**src/rtl/lljd_pkg.sv**
```systemverilog
package lljd_pkg;

  localparam int MODE_W     = 2;
  localparam int PIDX_W     = 4;
  localparam int VAL_W      = 16;
  localparam int LOAD_W     = 32;
  localparam int CFG_W      = 5;
  localparam int MAX_ACTIVE = 16;

  typedef enum logic [MODE_W-1:0] {
    MODE_CLEAR  = 2'd0,
    MODE_PRESET = 2'd1,
    MODE_ASSIGN = 2'd2,
    MODE_NOP    = 2'd3
  } mode_t;

  typedef enum logic [1:0] {
    ST_IDLE,
    ST_SEARCH,
    ST_FINISH
  } state_t;

  typedef struct packed {
    logic load;    // capture request and restart the search counters
    logic step;    // search step: issue a read, compare the previous one
    logic commit;  // apply the request and load the result register
  } cmd_t;

  typedef struct packed {
    logic search_done;
    logic out_free;
  } status_t;

endpackage

```
**src/rtl/lljd_in_if.sv**
```systemverilog
interface lljd_in_if;
  import lljd_pkg::*;

  logic              valid;
  logic              ready;
  logic [MODE_W-1:0] mode;
  logic [PIDX_W-1:0] proc_index;
  logic [VAL_W-1:0]  value;

  modport source (output valid, output mode, output proc_index, output value, input ready);
  modport sink   (input valid, input mode, input proc_index, input value, output ready);
endinterface

```
**src/rtl/lljd_out_if.sv**
```systemverilog
interface lljd_out_if;
  import lljd_pkg::*;

  logic              valid;
  logic              ready;
  logic [PIDX_W-1:0] assigned_processor;
  logic [LOAD_W-1:0] new_load;
  logic [LOAD_W-1:0] makespan;
  logic              saturated;

  modport source (output valid, output assigned_processor, output new_load,
                  output makespan, output saturated, input ready);
  modport sink   (input valid, input assigned_processor, input new_load,
                  input makespan, input saturated, output ready);
endinterface

```
**src/rtl/least_loaded_job_dispatcher_unit.sv**
```systemverilog
// Greedy list scheduler: keeps a load per processor and the makespan. A request
// is taken only while the unit is idle. Clear, preset and unused-mode requests
// go from IDLE straight to FINISH; an assign request first passes SEARCH,
// where the minimum over the n active processors (n from 1 to min(PROCS, 16))
// is found by reading the load memory through its single read port, one
// processor a cycle, into one shared comparator. A finished result sits in
// an output register, so the next request is accepted while it waits; that
// request completes only once the register has been taken.
module least_loaded_job_dispatcher_unit #(
  parameter int PROCS = 16
) (
  input  logic                        clk,
  input  logic                        rst,
  input  logic                        cfg_we,
  input  logic [lljd_pkg::CFG_W-1:0]  cfg_data,
  lljd_in_if.sink                     jobs,
  lljd_out_if.source                  results
);
  import lljd_pkg::*;

  cmd_t    cmd;
  status_t status;

  lljd_ctrl u_ctrl (
    .clk       (clk),
    .rst       (rst),
    .req_valid (jobs.valid),
    .req_mode  (jobs.mode),
    .req_ready (jobs.ready),
    .status    (status),
    .cmd       (cmd)
  );

  lljd_datapath #(
    .PROCS (PROCS)
  ) u_datapath (
    .clk            (clk),
    .rst            (rst),
    .cfg_we         (cfg_we),
    .cfg_data       (cfg_data),
    .req_mode       (jobs.mode),
    .req_proc_index (jobs.proc_index),
    .req_value      (jobs.value),
    .cmd            (cmd),
    .status         (status),
    .rsp_valid      (results.valid),
    .rsp_ready      (results.ready),
    .rsp_proc       (results.assigned_processor),
    .rsp_load       (results.new_load),
    .rsp_makespan   (results.makespan),
    .rsp_sat        (results.saturated)
  );
endmodule

```
**src/rtl/lljd_ctrl.sv**
```systemverilog
module lljd_ctrl (
  input  logic              clk,
  input  logic              rst,
  input  logic              req_valid,
  input  logic [lljd_pkg::MODE_W-1:0] req_mode,
  output logic              req_ready,
  input  lljd_pkg::status_t status,
  output lljd_pkg::cmd_t    cmd
);
  import lljd_pkg::*;

  state_t state, state_next;

  always_ff @(posedge clk) begin
    if (rst) begin
      state <= ST_IDLE;
    end else begin
      state <= state_next;
    end
  end

  always_comb begin
    state_next = state;
    cmd        = '0;
    req_ready  = 1'b0;
    unique case (state)
      ST_IDLE: begin
        req_ready = 1'b1;
        if (req_valid) begin
          cmd.load = 1'b1;
          if (mode_t'(req_mode) == MODE_ASSIGN) begin
            state_next = ST_SEARCH;
          end else begin
            state_next = ST_FINISH;
          end
        end
      end
      ST_SEARCH: begin
        if (status.search_done) begin
          state_next = ST_FINISH;
        end else begin
          cmd.step = 1'b1;
        end
      end
      ST_FINISH: begin
        if (status.out_free) begin
          cmd.commit = 1'b1;
          state_next = ST_IDLE;
        end
      end
      default: state_next = ST_IDLE;
    endcase
  end
endmodule

```
**src/rtl/lljd_datapath.sv**
```systemverilog
module lljd_datapath #(
  parameter int PROCS = 16
) (
  input  logic                        clk,
  input  logic                        rst,
  input  logic                        cfg_we,
  input  logic [lljd_pkg::CFG_W-1:0]  cfg_data,
  input  logic [lljd_pkg::MODE_W-1:0] req_mode,
  input  logic [lljd_pkg::PIDX_W-1:0] req_proc_index,
  input  logic [lljd_pkg::VAL_W-1:0]  req_value,
  input  lljd_pkg::cmd_t              cmd,
  output lljd_pkg::status_t           status,
  output logic                        rsp_valid,
  input  logic                        rsp_ready,
  output logic [lljd_pkg::PIDX_W-1:0] rsp_proc,
  output logic [lljd_pkg::LOAD_W-1:0] rsp_load,
  output logic [lljd_pkg::LOAD_W-1:0] rsp_makespan,
  output logic                        rsp_sat
);
  import lljd_pkg::*;

  localparam int IDX_W = (PROCS > 1) ? $clog2(PROCS) : 1;
  localparam int CAP   = (PROCS < MAX_ACTIVE) ? PROCS : MAX_ACTIVE;
  localparam int CNT_W = $clog2(CAP + 1);

  logic [LOAD_W-1:0] load_mem [PROCS];
  logic [PROCS-1:0]  vld;

  logic [CFG_W-1:0]  num_procs;
  logic [CNT_W-1:0]  n_act;

  logic [MODE_W-1:0] mode_q;
  logic [PIDX_W-1:0] idx_q;
  logic [VAL_W-1:0]  val_q;

  logic [CNT_W-1:0]  rd_cnt;
  logic [CNT_W-1:0]  cmp_cnt;
  logic              rd_pend;
  logic              rd_en;
  logic [IDX_W-1:0]  rd_addr;
  logic [LOAD_W-1:0] rd_data;
  logic              rd_vld;
  logic [LOAD_W-1:0] rd_load;

  logic [PIDX_W-1:0] best_idx;
  logic [LOAD_W-1:0] best_load;
  logic [LOAD_W-1:0] makespan;

  logic              mem_we;
  logic              clr;
  logic [IDX_W-1:0]  wr_addr;
  logic [LOAD_W-1:0] wr_data;
  logic [PIDX_W-1:0] res_proc;
  logic [LOAD_W-1:0] res_load;
  logic              res_sat;
  logic [LOAD_W-1:0] makespan_next;
  logic [LOAD_W:0]   sum;
  logic              in_range;

  always_ff @(posedge clk) begin
    if (rst) begin
      num_procs <= CFG_W'(MAX_ACTIVE);
    end else if (cfg_we) begin
      num_procs <= cfg_data;
    end
  end

  // zero acts as one, anything past the processor count is clipped
  always_comb begin
    if (num_procs == '0) begin
      n_act = CNT_W'(1);
    end else if (num_procs > CFG_W'(CAP)) begin
      n_act = CNT_W'(CAP);
    end else begin
      n_act = CNT_W'(num_procs);
    end
  end

  always_ff @(posedge clk) begin
    if (cmd.load) begin
      mode_q <= req_mode;
      idx_q  <= req_proc_index;
      val_q  <= req_value;
    end
  end

  // search: reads issued one a cycle, each compared the cycle after
  assign rd_en   = cmd.step && (rd_cnt < n_act);
  assign rd_addr = IDX_W'(rd_cnt);
  assign rd_load = rd_vld ? rd_data : '0;

  always_ff @(posedge clk) begin
    if (rst) begin
      rd_pend <= 1'b0;
    end else if (cmd.load) begin
      rd_pend <= 1'b0;
    end else begin
      rd_pend <= rd_en;
    end
  end

  always_ff @(posedge clk) begin
    if (cmd.load) begin
      rd_cnt  <= '0;
      cmp_cnt <= '0;
    end else begin
      if (rd_en) begin
        rd_cnt <= rd_cnt + CNT_W'(1);
      end
      if (rd_pend) begin
        cmp_cnt <= cmp_cnt + CNT_W'(1);
        // strict less keeps the lowest index on ties
        if (cmp_cnt == '0 || rd_load < best_load) begin
          best_load <= rd_load;
          best_idx  <= PIDX_W'(cmp_cnt);
        end
      end
    end
  end

  assign status.search_done = (cmp_cnt == n_act);
  assign status.out_free    = !rsp_valid || rsp_ready;

  assign in_range = (32'(idx_q) < PROCS);
  assign sum      = {1'b0, best_load} + {{(LOAD_W + 1 - VAL_W){1'b0}}, val_q};

  always_comb begin
    mem_we        = 1'b0;
    clr           = 1'b0;
    wr_addr       = IDX_W'(best_idx);
    wr_data       = '0;
    res_proc      = '0;
    res_load      = '0;
    res_sat       = 1'b0;
    makespan_next = makespan;
    case (mode_t'(mode_q))
      MODE_CLEAR: begin
        clr           = 1'b1;
        makespan_next = '0;
      end
      MODE_PRESET: begin
        res_proc = idx_q;
        if (in_range) begin
          mem_we   = 1'b1;
          wr_addr  = IDX_W'(idx_q);
          wr_data  = LOAD_W'(val_q);
          res_load = LOAD_W'(val_q);
          if (LOAD_W'(val_q) > makespan) begin
            makespan_next = LOAD_W'(val_q);
          end
        end
      end
      MODE_ASSIGN: begin
        mem_we   = 1'b1;
        res_proc = best_idx;
        res_sat  = sum[LOAD_W];
        res_load = sum[LOAD_W] ? '1 : sum[LOAD_W-1:0];
        wr_data  = res_load;
        if (res_load > makespan) begin
          makespan_next = res_load;
        end
      end
      default: ;
    endcase
  end

  always_ff @(posedge clk) begin
    if (cmd.commit && mem_we) begin
      load_mem[wr_addr] <= wr_data;
    end
    if (rd_en) begin
      rd_data <= load_mem[rd_addr];
      rd_vld  <= vld[rd_addr];
    end
  end

  // entry valid bits stand in for zeroing the table
  always_ff @(posedge clk) begin
    if (rst) begin
      vld <= '0;
    end else if (cmd.commit && clr) begin
      vld <= '0;
    end else if (cmd.commit && mem_we) begin
      vld[wr_addr] <= 1'b1;
    end
  end

  always_ff @(posedge clk) begin
    if (rst) begin
      makespan <= '0;
    end else if (cmd.commit) begin
      makespan <= makespan_next;
    end
  end

  always_ff @(posedge clk) begin
    if (rst) begin
      rsp_valid <= 1'b0;
    end else if (cmd.commit) begin
      rsp_valid <= 1'b1;
    end else if (rsp_ready) begin
      rsp_valid <= 1'b0;
    end
  end

  always_ff @(posedge clk) begin
    if (cmd.commit) begin
      rsp_proc     <= res_proc;
      rsp_load     <= res_load;
      rsp_makespan <= makespan_next;
      rsp_sat      <= res_sat;
    end
  end
endmodule

```
**src/flat_wrapper.sv**
```systemverilog
// flat-port wrapper written by rule: the top's interface ports become plain ports
module least_loaded_job_dispatcher_unit_flat import lljd_pkg::*;
#(
  parameter int PROCS = 16
)
  (clk, rst, cfg_we, cfg_data, jobs_valid, jobs_mode, jobs_proc_index, jobs_value, jobs_ready, results_valid, results_assigned_processor, results_new_load, results_makespan, results_saturated, results_ready);
  lljd_in_if jobs_i ();
  lljd_out_if results_i ();
  input  logic clk;
  input  logic rst;
  input  logic cfg_we;
  input  logic [lljd_pkg::CFG_W-1:0] cfg_data;
  input wire logic [$bits(jobs_i.valid)-1:0] jobs_valid;
  input wire logic [$bits(jobs_i.mode)-1:0] jobs_mode;
  input wire logic [$bits(jobs_i.proc_index)-1:0] jobs_proc_index;
  input wire logic [$bits(jobs_i.value)-1:0] jobs_value;
  output wire logic [$bits(jobs_i.ready)-1:0] jobs_ready;
  output wire logic [$bits(results_i.valid)-1:0] results_valid;
  output wire logic [$bits(results_i.assigned_processor)-1:0] results_assigned_processor;
  output wire logic [$bits(results_i.new_load)-1:0] results_new_load;
  output wire logic [$bits(results_i.makespan)-1:0] results_makespan;
  output wire logic [$bits(results_i.saturated)-1:0] results_saturated;
  input wire logic [$bits(results_i.ready)-1:0] results_ready;
  assign jobs_i.valid = jobs_valid;
  assign jobs_i.mode = jobs_mode;
  assign jobs_i.proc_index = jobs_proc_index;
  assign jobs_i.value = jobs_value;
  assign jobs_ready = jobs_i.ready;
  assign results_valid = results_i.valid;
  assign results_assigned_processor = results_i.assigned_processor;
  assign results_new_load = results_i.new_load;
  assign results_makespan = results_i.makespan;
  assign results_saturated = results_i.saturated;
  assign results_i.ready = results_ready;
  least_loaded_job_dispatcher_unit #(.PROCS(PROCS)) u_core (.clk(clk), .rst(rst), .cfg_we(cfg_we), .cfg_data(cfg_data), .jobs(jobs_i), .results(results_i));
endmodule
```
**config.mk**
```make
export PLATFORM = sky130hd
export DESIGN_NAME = least_loaded_job_dispatcher_unit_flat
export DESIGN_NICKNAME = d
export VERILOG_FILES = /design/src/rtl/lljd_pkg.sv /design/src/rtl/lljd_in_if.sv /design/src/rtl/lljd_out_if.sv /design/src/rtl/least_loaded_job_dispatcher_unit.sv /design/src/rtl/lljd_ctrl.sv /design/src/rtl/lljd_datapath.sv /design/src/flat_wrapper.sv
export SDC_FILE = /design/constraint.sdc
export NUM_CORES = 1
export LEC_CHECK = 0
export BUFFER_PORTS_ARGS = -buffer_cell sky130_fd_sc_hd__buf_2
export CAP_MARGIN = 25
export CORE_MARGIN = 3
export CORE_UTILIZATION = 67
export CTS_CLUSTER_DIAMETER = 200
export DETAILED_ROUTE_END_ITERATION = 12
export PLACE_DENSITY_LB_ADDON = 0.05
export SYNTH_ARGS = -nofsm -noshare
export SYNTH_HDL_FRONTEND = slang
export SYNTH_SLANG_ARGS = --single-unit
```
**constraint.sdc**
```tcl
create_clock -name clk -period 10.7 [get_ports clk]
set_input_delay 2.14 -clock clk [delete_from_list [all_inputs] [get_ports clk]]
set_output_delay 2.14 -clock clk [all_outputs]
set_load 0.05 [all_outputs]
```
==> run metrics <==
I/O Buffers=102; post-route setup slack=4.42 ns; total core area=0.0456 mm^2; Rows=78; Die Ht=221 um; Leak=0.0121 uW; first-pass GRT wire length=112 mm; GRT overflow=0; gr usage total=0.308; Critical Path Source Type=register; Worst Clk Skew=0.0205 ns; Power Dens Cells=186 mW/mm^2; VDD IR-drop max=0.260 mV; Crit path largest cell delay=0.71 ns; wire length per cell=28.4 um; fin nets=2,089; Tcrit/Tclk final=0.587; hold bufs inserted after CTS=0; H-tree Lvls=3; Synth Cell Area=0.0310 mm^2; Final Critical Period=6.28 ns; crit-path max FO=33; synth unique cells=73; Slew @ Worst Pin=1.10 ns; Hold Vio Cnt, Final=0; Area contributors post-synth=edfxtp_1 65%, mux4_2 12%, dfxtp_1 4.3%; top cell type's share of synthesized area=0.650; worst skew pair latency=0.62 ns; critical path endpoint category=register; Slew Limit Headroom=0.262; post-placement cell count=2,467; pin count of the biggest net entering global routing=69; Final setup viols=0; Top Ports=103; DR iter-0 viols=2,008; CP Data Arrival Time=6.80 ns; Synth area leader=edfxtp_1; Fin Setup TNS=0 ns; Worst-path clk slew=0.06 ns; CTS tree=built; Min-Delay Path Class=register to register; Synth Flop Type=edfxtp_1; vias in the first global route=17,767; Slowest cell on crit path=o2111ai_4; routed vias/inst=6.66; clk root buf=clkbuf_16; crit-path most repeated cell=ha_1; YS warnings=0; number of synthesized flops with an enable pin=672; reg2reg start=u_core.u_datapath.val_q[0]$_DFFE_PP_; hold path startpoint=u_core.u_datapath.vld[12]$_SDFFE_PP0P_; Residual DRC=0; final std cells w/o fill=2,609; Resize count post-CTS=0; Multi-input gate area=0.00898 mm^2; post-synthesis sequential area ratio=0.693; Initial Util=0.681; TritonCTS Sinks=739; Worst Setup SP=u_core.u_datapath.val_q[0]$_DFFE_PP_; max cap viols=0; gpl congestion=0.904; syn_nets=1,939; Cells after Synth=1,800; vias post-DR=17,369; worst-path cell chain=ha_1, fa_1, a21o_1, a221oi_2, o2bb2ai_2, nor4_4, o2111ai_4, nand4_1, o21ai_0, inv_1, ha_1, nand2_1, nor4_1, a31o_2, a211oi_1, a211oi_2, or2_1, o21a_4, o2bb2ai_1; FFs w/ async S/R, synth=0; worst-case clock buffer depth=3; Critical Path RT=11.22 ns; layout cell share with drive strength beyond 1=0.235; Num CTS Buffers=73; fmax=159 MHz; RSZ-0062 raised after global routing=false; HPWL after DPL=40.7 mm; post-CTS setup buffers=0; Pins Over Slew Limit=0; initial antenna violation count=2; post-route ant nets=0; die area=0.0489 mm^2; DP Worst Slack=4.52 ns; Area Growth Syn to Fin=13.0%; diodes inserted=0; Setup Crit Path Kind=register to register; post-synthesis average cell area=17.2 um^2; Pwr Total=6540 uW; sequential cell area=0.0215 mm^2; Yosys reg bits=739; Pre-antenna DRT Iters=6; Die Wd=221 um; final wirelength=74.2 mm; # fillers=2,505; outcome=finished clean
-- cell usage after synthesis, drive strengths merged (3+ instances only) --
cell,n
nand2b,5
a21boi,3
o2bb2ai,18
nor2,84
o2111ai,3
nand4,20
a31oi,9
nor3,8
a221o,12
mux2i,18
dfxtp,67
o21a,25
edfxtp,672
inv,102
nand2,91
clkbuf,49
xor2,11
o211ai,6
and4,4
and2,38
a22oi,5
mux4,165
and3,8
a21oi,55
a21o,9
ha,106
a211oi,5
xnor2,15
o21ba,12
o31ai,3
nor4,7
buf,24
nor2b,10
or2,3
nand3,16
a22o,14
o21ai,67
mux2,4
-- cell families (layout without fill, tap and decap cells) --
| group | count (synthesis) | in the layout | synth area share |
|---|---|---|---|
| AOI/OAI and AO/OA | 266 | 266 | 0.0602 |
| xor gates and xnor gates | 26 | 26 | 0.00734 |
| adders and majority gates | 107 | 107 | 0.0434 |
| buffers and inverters | 175 | 384 | 0.0222 |
| DFF | 739 | 739 | 0.693 |
| muxes | 187 | 187 | 0.127 |
| and+or+nand+nor | 300 | 300 | 0.0466 |
-- metal layers --
layer | global-route usage | vias to the layer above | wire [um]
li1 | - | 7425 | -
met2 | 0.496 | 977 | 36100
met5 | 0 | - | 23
met1 | 0.439 | 8815 | 29400
met4 | 0.0968 | 4 | 2060
met3 | 0.0557 | 148 | 6660
-- through the flow --
step | instance area, um^2 | hold WS [ns] | util
finish | 35100 | 0.470 | 0.770
global route | 35100 | 0.497 | 0.770
CTS | 35000 | 0.468 | 0.768
detailed placement | 32500 | 0.453 | 0.712
global placement | 32400 | 0.441 | 0.711
floorplan | 31000 | 0.435 | -
-- cell usage in the layout (no fill, tap or decap), drive strengths merged, types with 5 or more instances in the layout --
cell type,netlist,routed
nand4,20,20
a221o,12,12
a31oi,9,9
o211ai,6,6
o21ai,67,67
o21a,25,25
and2,38,38
dfxtp,67,67
a21o,9,9
bufinv,0,10
a22o,14,14
ha,106,106
nor3,8,8
inv,102,105
o21ba,12,12
buf,24,148
nor4,7,7
mux2i,18,18
mux4,165,165
nand3,16,16
a211oi,5,5
a22oi,5,5
xor2,11,11
nand2,91,91
a21oi,55,55
and3,8,8
nand2b,5,5
clkbuf,49,97
xnor2,15,15
o2bb2ai,18,18
clkinv,0,24
nor2b,10,10
edfxtp,672,672
nor2,84,84
-- layout make-up --
class | count | area share
well taps | 600 | 0.0214
flip-flops and latches | 739 | 0.614
inverters | 102 | 0.0109
multi-input cells | 886 | 0.256
clock inverters | 37 | 0.0138
clock buffers | 97 | 0.0585
repair buffers | 148 | 0.0255
-- flip-flops by register name, indices dropped and copies added (netlist names), 2 cells and up --
name                            flops
u_core.u_datapath.load_mem        512
u_core.u_datapath.best_load        32
u_core.u_datapath.makespan         32
u_core.u_datapath.rd_data          32
u_core.u_datapath.rsp_load         32
u_core.u_datapath.rsp_makespan     32
u_core.u_datapath.val_q            16
u_core.u_datapath.vld              16
u_core.u_datapath.cmp_cnt           5
u_core.u_datapath.num_procs         5
u_core.u_datapath.rd_cnt            5
u_core.u_datapath.best_idx          4
u_core.u_datapath.idx_q             4
u_core.u_datapath.rsp_proc          4
u_core.u_ctrl.state                 2
u_core.u_datapath.mode_q            2
-- final timing paths --
check                                                end  slack, ns  depth (start not counted)
max          u_core.u_datapath.makespan[24]$_SDFFE_PP0P_       4.42                         19
min reg2reg       u_core.u_datapath.vld[12]$_SDFFE_PP0P_       0.47                          1
max reg2reg  u_core.u_datapath.makespan[24]$_SDFFE_PP0P_       4.42                         19
min               u_core.u_datapath.vld[12]$_SDFFE_PP0P_       0.47                          1
-- power by group --
part	total [uW]	switching, uW	internal, uW
Clock	2690	1090	1600
Sequential	3270	39.7	3230
Combinational	578	377	201
Total	6540	1510	5030
-- critical path, delay by kind of cell (launching register included) --
family          cells  cell delay (ns)
buf+inv             1             0.10
simple gates        5             1.38
flops               1             0.45
fa+ha+maj           3             0.96
compound gates     10             3.30
Power figures use the tool's default switching activity.
